**config.mk**
```make
export PLATFORM = sky130hd
export DESIGN_NAME = trend_pattern_match_counter_top
export DESIGN_NICKNAME = d
export VERILOG_FILES = /design/src/tpmc_pkg.sv /design/src/tpmc_cell.sv /design/src/trend_pattern_match_counter_top.sv
export VERILOG_INCLUDE_DIRS = /design/src /design/src/src
export SDC_FILE = /design/constraint.sdc
export NUM_CORES = 1
export LEC_CHECK = 0
export BUFFER_PORTS_ARGS = -buffer_cell sky130_fd_sc_hd__buf_2
export CAP_MARGIN = 20
export CORE_ASPECT_RATIO = 1.75
export CORE_MARGIN = 3
export CORE_UTILIZATION = 40
export CTS_BUF_LIST = sky130_fd_sc_hd__clkbuf_16
export DETAILED_ROUTE_END_ITERATION = 6
export HOLD_SLACK_MARGIN = 0.15
export PLACE_DENSITY_LB_ADDON = 0.05
export RECOVER_POWER = 50
export SYNTH_ARGS = -nofsm -noshare
export SYNTH_HDL_FRONTEND = slang
export SYNTH_SLANG_ARGS = --single-unit
```
**constraint.sdc**
```tcl
create_clock -name clk -period 17.5 [get_ports clk]
set_input_delay 1.75 -clock clk [delete_from_list [all_inputs] [get_ports clk]]
set_output_delay 1.75 -clock clk [all_outputs]
set_load 0.01 [all_outputs]
```
**src/trend_pattern_match_counter_top_defines.svh**
```systemverilog
// assertion macros used by the top-level rtl file
`ifndef TREND_PATTERN_MATCH_COUNTER_TOP_DEFINES_SVH
`define TREND_PATTERN_MATCH_COUNTER_TOP_DEFINES_SVH

`ifndef ASSERT_OFF
`define TPMC_ASSERT(label, clk, rst_n, prop) \
    label: assert property (@(posedge clk) disable iff (!rst_n) prop) \
        else $error("assertion failed");
`define TPMC_ASSERT_NEVER(label, clk, rst_n, expr) \
    label: assert property (@(posedge clk) disable iff (!rst_n) !(expr)) \
        else $error("forbidden condition seen");
`else
`define TPMC_ASSERT(label, clk, rst_n, prop)
`define TPMC_ASSERT_NEVER(label, clk, rst_n, expr)
`endif

`endif

```
**src/tpmc_pkg.sv**
```systemverilog
package tpmc_pkg;

    localparam int PATTERN_MAX   = 16;
    localparam int SAMPLE_WIDTH  = 32;
    localparam int SYMBOL_SLOTS  = 16;

    localparam int SAMPLE_FIELD_W = 32;
    localparam int SAMPLE_USED_W  = (SAMPLE_WIDTH < SAMPLE_FIELD_W) ? SAMPLE_WIDTH
                                                                     : SAMPLE_FIELD_W;
    localparam int LEN_W       = 5;
    localparam int PATTERN_W   = 32;
    localparam int COUNT_W     = 32;
    localparam int SEEN_W      = $clog2(PATTERN_MAX + 1);
    localparam int CFG_INDEX_W = 4;

    localparam logic [COUNT_W-1:0] COUNT_MAX = {COUNT_W{1'b1}};

    typedef logic [1:0] sym_t;

    localparam sym_t SYM_DOWN  = 2'd0;
    localparam sym_t SYM_EQUAL = 2'd1;
    localparam sym_t SYM_UP    = 2'd2;

    localparam logic [CFG_INDEX_W-1:0] CFG_PATTERN_LENGTH  = 4'd0;
    localparam logic [CFG_INDEX_W-1:0] CFG_PATTERN_SYMBOLS = 4'd1;

    typedef struct packed {
        logic shift;
        logic clear;
    } cell_ctrl_t;

    // pattern symbol that lines up with history slot idx for the given length
    function automatic sym_t want_symbol(input logic [PATTERN_W-1:0] pat,
                                         input logic [LEN_W-1:0] len,
                                         input int idx);
        int k;
        logic [PATTERN_W-1:0] sh;
        begin
            k  = int'(len) - 1 - idx;
            sh = '0;
            if (k >= 0 && k < SYMBOL_SLOTS)
            begin
                sh = pat >> (2 * k);
            end
            return sh[1:0];
        end
    endfunction

endpackage

```
**src/tpmc_cell.sv**
```systemverilog
module tpmc_cell (
    input  logic               clk,
    input  logic               rst_n,
    input  tpmc_pkg::cell_ctrl_t ctrl,
    input  tpmc_pkg::sym_t     sym_in,
    input  tpmc_pkg::sym_t     want,
    input  logic               care,
    output tpmc_pkg::sym_t     sym_out,
    output logic               hit_ok
);
    import tpmc_pkg::*;

    sym_t sym_reg;
    sym_t sym_next;

    always_comb
    begin
        priority if (ctrl.clear)
        begin
            sym_next = SYM_DOWN;
        end
        else if (ctrl.shift)
        begin
            sym_next = sym_in;
        end
        else
        begin
            sym_next = sym_reg;
        end
    end

    always_ff @(posedge clk or negedge rst_n)
    begin
        if (!rst_n)
        begin
            sym_reg <= SYM_DOWN;
        end
        else
        begin
            sym_reg <= sym_next;
        end
    end

    // compare the symbol this slot holds after the shift
    assign hit_ok  = !care || (sym_in == want);
    assign sym_out = sym_reg;

endmodule

```
**src/trend_pattern_match_counter_top.sv**
```systemverilog
// trend pattern match counter
// input channel: sample and start_of_sequence, transfer on in_valid & in_ready.
// output channel: window_matches and match_count, transfer on
// out_valid & out_ready, exactly one result for every input transfer.
// config channel: cfg_index 0 writes pattern_length, 1 writes pattern_symbols;
// other indices are dropped. cfg_ready is always high.
// each sample is classed down, equal or up against the previous one and
// shifted into a row of sixteen symbol cells, a start_of_sequence sample clears
// it instead; every cell compares its symbol with the pattern symbol for its slot, results and-ed.
// the result appears in the output register in the cycle after the input
// transfer. throughput: one sample per cycle while the receiver takes each
// result, set by the compare, shift and count update done in the transfer cycle.
// a stalled receiver holds the output register; in_ready then drops until
// the held result is taken, so nothing is lost.
// reset: pattern_length 1, pattern_symbols 0, history, symbol count,
// running count and previous sample cleared, no result pending.
`include "trend_pattern_match_counter_top_defines.svh"

module trend_pattern_match_counter_top (
    input  logic                                clk,
    input  logic                                rst_n,
    input  logic                                in_valid,
    output logic                                in_ready,
    input  logic [tpmc_pkg::SAMPLE_FIELD_W-1:0] sample,
    input  logic                                start_of_sequence,
    output logic                                out_valid,
    input  logic                                out_ready,
    output logic                                window_matches,
    output logic [tpmc_pkg::COUNT_W-1:0]        match_count,
    input  logic                                cfg_valid,
    output logic                                cfg_ready,
    input  logic [tpmc_pkg::CFG_INDEX_W-1:0]    cfg_index,
    input  logic [tpmc_pkg::PATTERN_W-1:0]      cfg_data
);
    import tpmc_pkg::*;

    logic [LEN_W-1:0]         pattern_length_reg;
    logic [PATTERN_W-1:0]     pattern_symbols_reg;
    logic [SAMPLE_USED_W-1:0] prev_sample_reg;
    logic [SEEN_W-1:0]        seen_reg;
    logic [SEEN_W-1:0]        seen_next;
    logic [COUNT_W-1:0]       count_reg;
    logic [COUNT_W-1:0]       count_next;
    logic                     out_valid_reg;
    logic                     out_valid_next;
    logic                     window_matches_reg;

    logic                     accept;
    logic [SAMPLE_USED_W-1:0] cur_sample;
    sym_t                     sym_new;
    cell_ctrl_t               ctrl;
    logic                     len_ok;
    logic                     hit;

    sym_t                     chain [PATTERN_MAX];
    logic [PATTERN_MAX-1:0]   cell_ok;

    assign cfg_ready = 1'b1;

    always_ff @(posedge clk or negedge rst_n)
    begin
        if (!rst_n)
        begin
            pattern_length_reg  <= LEN_W'(1);
            pattern_symbols_reg <= '0;
        end
        else if (cfg_valid)
        begin
            unique case (cfg_index)
                CFG_PATTERN_LENGTH:  pattern_length_reg  <= cfg_data[LEN_W-1:0];
                CFG_PATTERN_SYMBOLS: pattern_symbols_reg <= cfg_data;
                default: ;
            endcase
        end
    end

    assign in_ready   = !out_valid_reg || out_ready;
    assign accept     = in_valid && in_ready;
    assign cur_sample = sample[SAMPLE_USED_W-1:0];

    always_comb
    begin
        priority if (cur_sample > prev_sample_reg)
        begin
            sym_new = SYM_UP;
        end
        else if (cur_sample == prev_sample_reg)
        begin
            sym_new = SYM_EQUAL;
        end
        else
        begin
            sym_new = SYM_DOWN;
        end
    end

    assign ctrl.shift = accept && !start_of_sequence;
    assign ctrl.clear = accept && start_of_sequence;

    // row of symbol cells, newest symbol in cell 0
    genvar gi;
    generate
        for (gi = 0; gi < PATTERN_MAX; gi++)
        begin : g_cell
            sym_t cell_in;
            if (gi == 0)
            begin : g_head
                assign cell_in = sym_new;
            end
            else
            begin : g_link
                assign cell_in = chain[gi-1];
            end

            tpmc_cell u_cell (
                .clk     (clk),
                .rst_n   (rst_n),
                .ctrl    (ctrl),
                .sym_in  (cell_in),
                .want    (want_symbol(pattern_symbols_reg, pattern_length_reg, gi)),
                .care    (gi < int'(pattern_length_reg)),
                .sym_out (chain[gi]),
                .hit_ok  (cell_ok[gi])
            );
        end
    endgenerate

    always_comb
    begin
        seen_next = seen_reg;
        if (ctrl.clear)
        begin
            seen_next = '0;
        end
        else if (ctrl.shift && int'(seen_reg) < PATTERN_MAX)
        begin
            seen_next = seen_reg + SEEN_W'(1);
        end
    end

    assign len_ok = (pattern_length_reg != '0)
                 && (int'(pattern_length_reg) <= PATTERN_MAX)
                 && (int'(pattern_length_reg) <= SYMBOL_SLOTS);

    assign hit = ctrl.shift && len_ok && &cell_ok
              && (int'(seen_next) >= int'(pattern_length_reg));

    always_comb
    begin
        count_next = count_reg;
        if (ctrl.clear)
        begin
            count_next = '0;
        end
        else if (hit && count_reg != COUNT_MAX)
        begin
            count_next = count_reg + COUNT_W'(1);
        end
    end

    always_comb
    begin
        out_valid_next = out_valid_reg;
        if (accept)
        begin
            out_valid_next = 1'b1;
        end
        else if (out_ready)
        begin
            out_valid_next = 1'b0;
        end
    end

    always_ff @(posedge clk or negedge rst_n)
    begin
        if (!rst_n)
        begin
            prev_sample_reg <= '0;
            seen_reg        <= '0;
            count_reg       <= '0;
            out_valid_reg   <= 1'b0;
        end
        else
        begin
            seen_reg      <= seen_next;
            count_reg     <= count_next;
            out_valid_reg <= out_valid_next;
            if (accept)
            begin
                prev_sample_reg <= cur_sample;
            end
        end
    end

    always_ff @(posedge clk)
    begin
        if (accept)
        begin
            window_matches_reg <= hit;
        end
    end

    assign out_valid      = out_valid_reg;
    assign window_matches = window_matches_reg;
    assign match_count    = count_reg;

    `TPMC_ASSERT(a_count_steps_on_hit, clk, rst_n,
        (hit && count_reg != COUNT_MAX) |=> (count_reg == $past(count_reg) + COUNT_W'(1)))
    `TPMC_ASSERT(a_start_clears, clk, rst_n,
        ctrl.clear |=> (count_reg == '0 && seen_reg == '0 && !window_matches_reg))
    `TPMC_ASSERT_NEVER(a_match_with_zero_count, clk, rst_n,
        out_valid_reg && window_matches_reg && count_reg == '0)
    `TPMC_ASSERT_NEVER(a_seen_overflow, clk, rst_n,
        int'(seen_reg) > PATTERN_MAX)

endmodule
```
; After elaboration in Yosys (flattened, before gate mapping)
; Cells that the tools add are included.
[totals]
input_bits = 74
word_cells = 250
regBits = 138
output_inout_bits = 36
[op_classes]
shifts = 16
reduce_logical = 69
muxes = 54
n_lt_le_gt_ge = 52
eq_ne = 19
addsub = 18
[op_table]
columns = op, count
row1 = $shr 32x32->2, 16
row2 = $ge 32x1->1 const B, 14
row3 = $lt 32x6->1 const B, 14
row4 = $mux 2, 47
row5 = $mux 32, 2
row6 = $sub 6x5->7 const B, 8
row7 = $lt 4x5->1 const A, 8
row8 = $add 32x1->32 const B, 1
row9 = $eq 2x2->1, 16
row10 = $eq 32x32->1, 1
row11 = $gt 32x32->1, 1
row12 = $ne 32x32->1 const B, 1
row13 = $sub 6x4->7 const B, 4
row14 = $logic_and 1x1->1, 26
row15 = $lt 3x5->1 const A, 4
row16 = $logic_not 1->1, 18
row17 = $logic_or 1x1->1, 17
row18 = $reduce_and 16->1, 1
row19 = $sub 6x3->7 const B, 2
row20 = $lt 1x5->1 const A, 2
row21 = $lt 2x5->1 const A, 2
row22 = $mux 5, 2
row23 = $ge 7x1->1 const B, 1
row24 = $lt 7x6->1 const B, 1
row25 = 14 further kinds, 19

; Logic depth before layout (Yosys ltp)
[logic_depth]
ltp_word = 13
ltp_mapped = 24

; By module
; From an unflattened synthesis, not the netlist that was laid out.
[unflattened]
hier_cells = 1009
area_unflattened_um2 = 9515.4
[modules_own_cells]
columns = module, area_each_um2, cells_per_inst, instances
row1 = trend_pattern_match_counter_top, 7913.8, 865, 1
row2 = tpmc_cell, 100.1, 9, 16

; Worst setup path before layout
; Ideal clock, no wire load.
[synth_path]
kind = reg-to-reg
from = reg pattern_length_reg[0]
to = reg count_reg[31], in the netlist match_count[31]
t_required_ps = 17422
setup_ps = 78
path_slack_ps = 11857
t_arrival_ps = 5564
path_stages_with_launch = 24
path_cell_list = dfstp_2 > buf_4 > buf_4 > buf_4 > inv_1 > ha_1 > buf_2 > xor2_4 > inv_2 > buf_4 > ha_1 > xnor2_1 > xnor2_1 > mux4_2 > a32oi_1 > a2111oi_0 > xor2_1 > o22ai_1 > o2111ai_1 > or4_1 > buf_2 > buf_6 > or3_1 > a21oi_1
[synth_via]
elab_chain_cells = 12
elab_cells_between_ends = 171
classes_between = 16 x add/sub / 50 x order compare / 16 x eq/ne / 16 x shift / 16 x mux / 57 x reduce/logical
[synth_rtl]
columns = item, line_no
row1 = start: declaration, trend_pattern_match_counter_top.sv:37  ; logic [LEN_W-1:0] pattern_length_reg;
row2 = start signal: assignment, trend_pattern_match_counter_top.sv:70  ; CFG_PATTERN_LENGTH: pattern_length_reg <= cfg_data[LEN_W-1:0];
row3 = $sub 5x1->6, tpmc_pkg.sv:39  ; k = int'(len) - 1 - idx;
row4 = $sub 6x2->7 (tied with other cells), tpmc_pkg.sv:39
row5 = $ge 32x1->1 (tied with other cells), tpmc_pkg.sv:41  ; if (k >= 0 && k < SYMBOL_SLOTS)
row6 = $logic_and 1x1->1, tpmc_pkg.sv:41
row7 = $mux 2, tpmc_pkg.sv:41
row8 = $eq 2x2->1, tpmc_cell.sv:45  ; assign hit_ok = !care || (sym_in == want);
row9 = $logic_or 1x1->1, tpmc_cell.sv:45
row10 = $reduce_and 16->1, trend_pattern_match_counter_top.sv:145  ; assign hit = ctrl.shift && len_ok && &cell_ok
row11 = $logic_and 1x1->1, trend_pattern_match_counter_top.sv:145
row12 = $logic_and 1x1->1 (*), trend_pattern_match_counter_top.sv:146  ; && (int'(seen_next) >= int'(pattern_length_reg));
row13 = $logic_and 1x1->1 (*), trend_pattern_match_counter_top.sv:155  ; else if (hit && count_reg != COUNT_MAX)
row14 = $reduce_bool 2->1 (no line) (*), n/a
row15 = end signal: assignment, trend_pattern_match_counter_top.sv:186  ; count_reg <= count_next;
row16 = end: declaration, trend_pattern_match_counter_top.sv:42  ; logic [COUNT_W-1:0] count_reg;
; Every way passes the cells marked *; elsewhere a longest branch is shown, timed or not.
; A chain may end at the register's enable or synchronous reset.

; Final worst setup path
[layout_path]
from = in out_ready
to = reg count_reg[28], in the netlist match_count[28]
[layout_via]
elab_chain_cells = 10
elab_cells_between_ends = 14
classes_between = 1 x order compare / 3 x mux / 10 x reduce/logical
[layout_rtl]
columns = item, line_no
row1 = start: declaration, trend_pattern_match_counter_top.sv:27  ; input logic out_ready,
row2 = $logic_or 1x1->1 (*), trend_pattern_match_counter_top.sv:77  ; assign in_ready = !out_valid_reg || out_ready;
row3 = $logic_and 1x1->1 (*), trend_pattern_match_counter_top.sv:78  ; assign accept = in_valid && in_ready;
row4 = $logic_and 1x1->1, trend_pattern_match_counter_top.sv:97  ; assign ctrl.shift = accept && !start_of_sequence;
row5 = $logic_and 1x1->1, trend_pattern_match_counter_top.sv:135  ; else if (ctrl.shift && int'(seen_reg) < PATTERN_MAX)
row6 = $mux 5, trend_pattern_match_counter_top.sv:135
row7 = $mux 5 (*), trend_pattern_match_counter_top.sv:131  ; if (ctrl.clear)
row8 = via seen_next[1], trend_pattern_match_counter_top.sv:41  ; logic [SEEN_W-1:0] seen_next;
row9 = $ge 5x5->1 (*), trend_pattern_match_counter_top.sv:146
row10 = $logic_and 1x1->1 (*), trend_pattern_match_counter_top.sv:146
row11 = $logic_and 1x1->1 (*), trend_pattern_match_counter_top.sv:155
row12 = $reduce_bool 2->1 (no line) (*), n/a
; Mark *: on every way through the listed nets, which the timed path passes. The rest lies on a longest branch.

==> results.md <==
- Outcome: complete, but fails checks
- Failing checks: capacitance limit, slew limit
- Yosys top cell by area: dfrtp_1
- Syn avg cell area: 9.16 um2
- Data arrival time of the worst path: 7.97 ns
- Period utilisation layout: a little over two fifths
- Synth Warn #: 0
- Starting DRT DRC Count: 485
- Setup crit end kind: register
- Commonest cells in the netlist: nand2_1 (175), dfrtp_1 (136), o21ai_0 (111)
- Synthesized cell area: 10700 um2
- Dpl cells: 1547
- Setup Crit Path Kind: in -> reg
- Critical Path RT: 17.87 ns
- CTS Hold Buffers Added: 0
- WL/cell: around 21 um
- Final Setup Violations: 0
- PnR worst setup slack: 9.90 ns
- Share of the synthesized area in the top cell type: 31.7%
- Syn Nets: about 1300
- Worst reg2reg path depth: 16
- Clock period minus worst slack: 7.60 ns
- Share of cells above drive strength 1: 21.4%
- Port bufs: 108
- Clock buffer depth: 2
- CTS tree: done
- Max Fclk: 132 MHz
- # DRC: 0
- HPWL Detailed: 24700 um
- CTS HTree Levels: 4
- Net Switching: 0.742 mW
- Peak supply drop: ~85 uV
- Initial antenna violation count: 0
- Grt ovf: 0
- First-pass GRT wire length: 50800 um
- Filler cells: around 2600
- Worst hold slack: 0.503 ns
- Final Power: 1.73 mW
- Rel. slew slack: -246%
- P_int: 0.986 mW
- Sequential share of power: about a quarter
- Sw Ratio: 42.9%
- GRT Util Overall: 22.8%
- Io pins: 110
- PwrDens: 143 nW/um2
- Final WL: 32700 um
- Post-synth cell types: 83
- Core Util, Final: approximately 46%
- Seq cells post-synth: 138
- Antenna diodes: 0
- Seq/Total Area, Yosys: about a third
- Row Count: 78
- Vias in the first global route: 9081
- Vias per cell: 5.92
- Most common cell in the synthesized netlist: nand2_1
- Chip Width: ~130 um
- Number of CTS-inserted buffers: 17
- Die span in y: 223 um
- Hold Vio Cnt, Final: 0
- Core ar.: ~26000 um2
- Non-Filler Instances: ~1600
- Worst-Skew Late Latency: 0.45 ns
- Final setup TNS: 0 ns
- Largest net degree at the start of global routing: 91
- GPL Wtd Cong: roughly 0.96
- Nets: 1377
- CTS Sinks: 138
- Dpl ws: 10.11 ns
- Post-synth EDFFs: 1
- Primary FF master, synth: dfrtp_1
- Area Growth Syn to Fin: 12.5%
- Clock skew: 0.0106 ns
- Setup Fix Bufs, Post-CTS: 0
- TritonRoute pass-1 iters: 5
- Routed Antenna Nets: 0
- Crit path max fanout: slightly below 70
- Die area: roughly 29000 um2
- Post-route cell area: roughly 12000 um2
- Max-Cap Viols: 3
- Critical Path End: match_count[28]
- Clk root buf: clkbuf_16
- Syn Inst Count: around 1200
- RSZ-0062 raised after global routing: no
- Post_cts resized: 0
- Leakage power: 5.19 nW
- Setup crit start: out_ready
- Via count: 9367
- R2r startpoint: pattern_length_reg[0]
- Async S/R FF share, synth: 99.3%
- Critical R2R Capture: match_count[28]
- Max-slew violation count: between 150 and 200
- Worst hold path depth: 2
- Worst hold path class: reg -> reg
- Combinational share of power: 54.0%
- Type of origin of the critical path: input pin
- Register-to-register setup slack: around 10 ns
- Top cells by area, synth: dfrtp_1 (32%), mux4_2 (8.4%), ha_1 (6.4%)
- Area after DPL: 11500 um2
- Initial core utilization: between 40 and 50%
- Reg clk slew, reported paths: ~0.060 ns
- Clock power frac: 21.8%
- Least-Margin Pin Slew: 5.19 ns
==> layout by cell type (no fill, tap or decap), types with 5 or more instances in the layout <==
| cell | n |
|---|---|
| nand2_1 | 174 |
| dfrtp_1 | 136 |
| o21ai_0 | 111 |
| buf_2 | 107 |
| a21oi_1 | 63 |
| mux2_2 | 58 |
| ha_1 | 55 |
| inv_1 | 54 |
| mux2i_1 | 41 |
| mux4_2 | 40 |
| nor2_1 | 39 |
| nand3_1 | 33 |
| or3_1 | 23 |
| a22oi_1 | 20 |
| nand4_1 | 20 |
| nor3_1 | 19 |
| clkbuf_16 | 17 |
| xnor2_1 | 14 |
| o211ai_1 | 14 |
| or4_1 | 14 |
| and3_1 | 13 |
| nor2b_1 | 10 |
| nand2b_1 | 9 |
| buf_4 | 9 |
| o21a_1 | 8 |
| o31ai_1 | 8 |
| a211oi_1 | 7 |
| and2_1 | 7 |
| o21bai_1 | 6 |
| nor4_1 | 6 |
| xor2_1 | 6 |
| nand3b_1 | 5 |
| a31oi_1 | 5 |
==> metal layers <==
metal / routed length, um / global-route usage, %
met5: 0 / 0
met4: 1550 / 11.1
met3: 1120 / 3.49
met2: 17400 / 41.0
met1: 12600 / 25.6
==> layout make-up <==
| class | instances | area [um2] | share of cell area, % |
|---|---|---|---|
| clock buffers | 17 | 425 | 3.52 |
| clock inverters | 15 | 176 | 1.46 |
| inverters | 58 | 218 | 1.80 |
| multi-input cells | 911 | 6750 | 55.8 |
| flip-flops and latches | 138 | 3460 | 28.7 |
| well taps | 320 | 400 | 3.31 |
| repair buffers | 122 | 653 | 5.40 |
==> worst max-delay path, cell delays in order <==
cell	delay [ns]
buf_2	0.09
nand2b_1	0.17
nand2_2	0.08
clkbuf_1	1.80
inv_2	0.28
buf_12	0.33
nand2_1	0.09
nor2_1	0.04
a21oi_1	0.10
o21ai_0	0.12
ha_1	0.30
a211oi_1	0.06
o21bai_1	0.17
a21oi_1	0.09
nor3_1	0.22
o2111ai_1	0.14
a211oi_1	0.48
o21ai_0	0.15
or4_1	0.79
or4_1	0.53
a21oi_1	0.15
==> logic make-up (layout without fill, tap and decap cells) <==
logic type | count (synthesis) | in the layout | synth area share [%]
other | 1 | 1 | 0.0349
xor gates and xnor gates | 24 | 24 | 2.55
AOI/OAI and AO/OA | 291 | 291 | 16.8
muxes | 140 | 140 | 18.4
buffers and inverters | 124 | 212 | 5.00
and+or+nand+nor | 400 | 400 | 18.5
adders and majority gates | 55 | 55 | 6.41
DFF | 138 | 138 | 32.2
==> power groups by stage <==
stage,combinational (mW),sequential (mW),clock [mW]
after floorplan,0.718,0.385,0
after global placement,0.921,0.423,0
after detailed placement,0.925,0.424,0
after CTS,0.929,0.418,0.387
after global routing,1.01,0.425,0.400
final,0.933,0.418,0.377
==> how the worst min path moves through the flow <==
stage | startpoint | to | slack [ns]
finish | prev_sample_reg[0] | prev_sample_reg[0] | 0.50
global route | prev_sample_reg[0] | prev_sample_reg[0] | 0.57
CTS | prev_sample_reg[0] | prev_sample_reg[0] | 0.50
detailed placement | prev_sample_reg[0] | prev_sample_reg[0] | 0.49
global placement | prev_sample_reg[0] | prev_sample_reg[0] | 0.49
floorplan | prev_sample_reg[0] | prev_sample_reg[0] | 0.45
No activity file was read; power rests on OpenSTA's default activity.
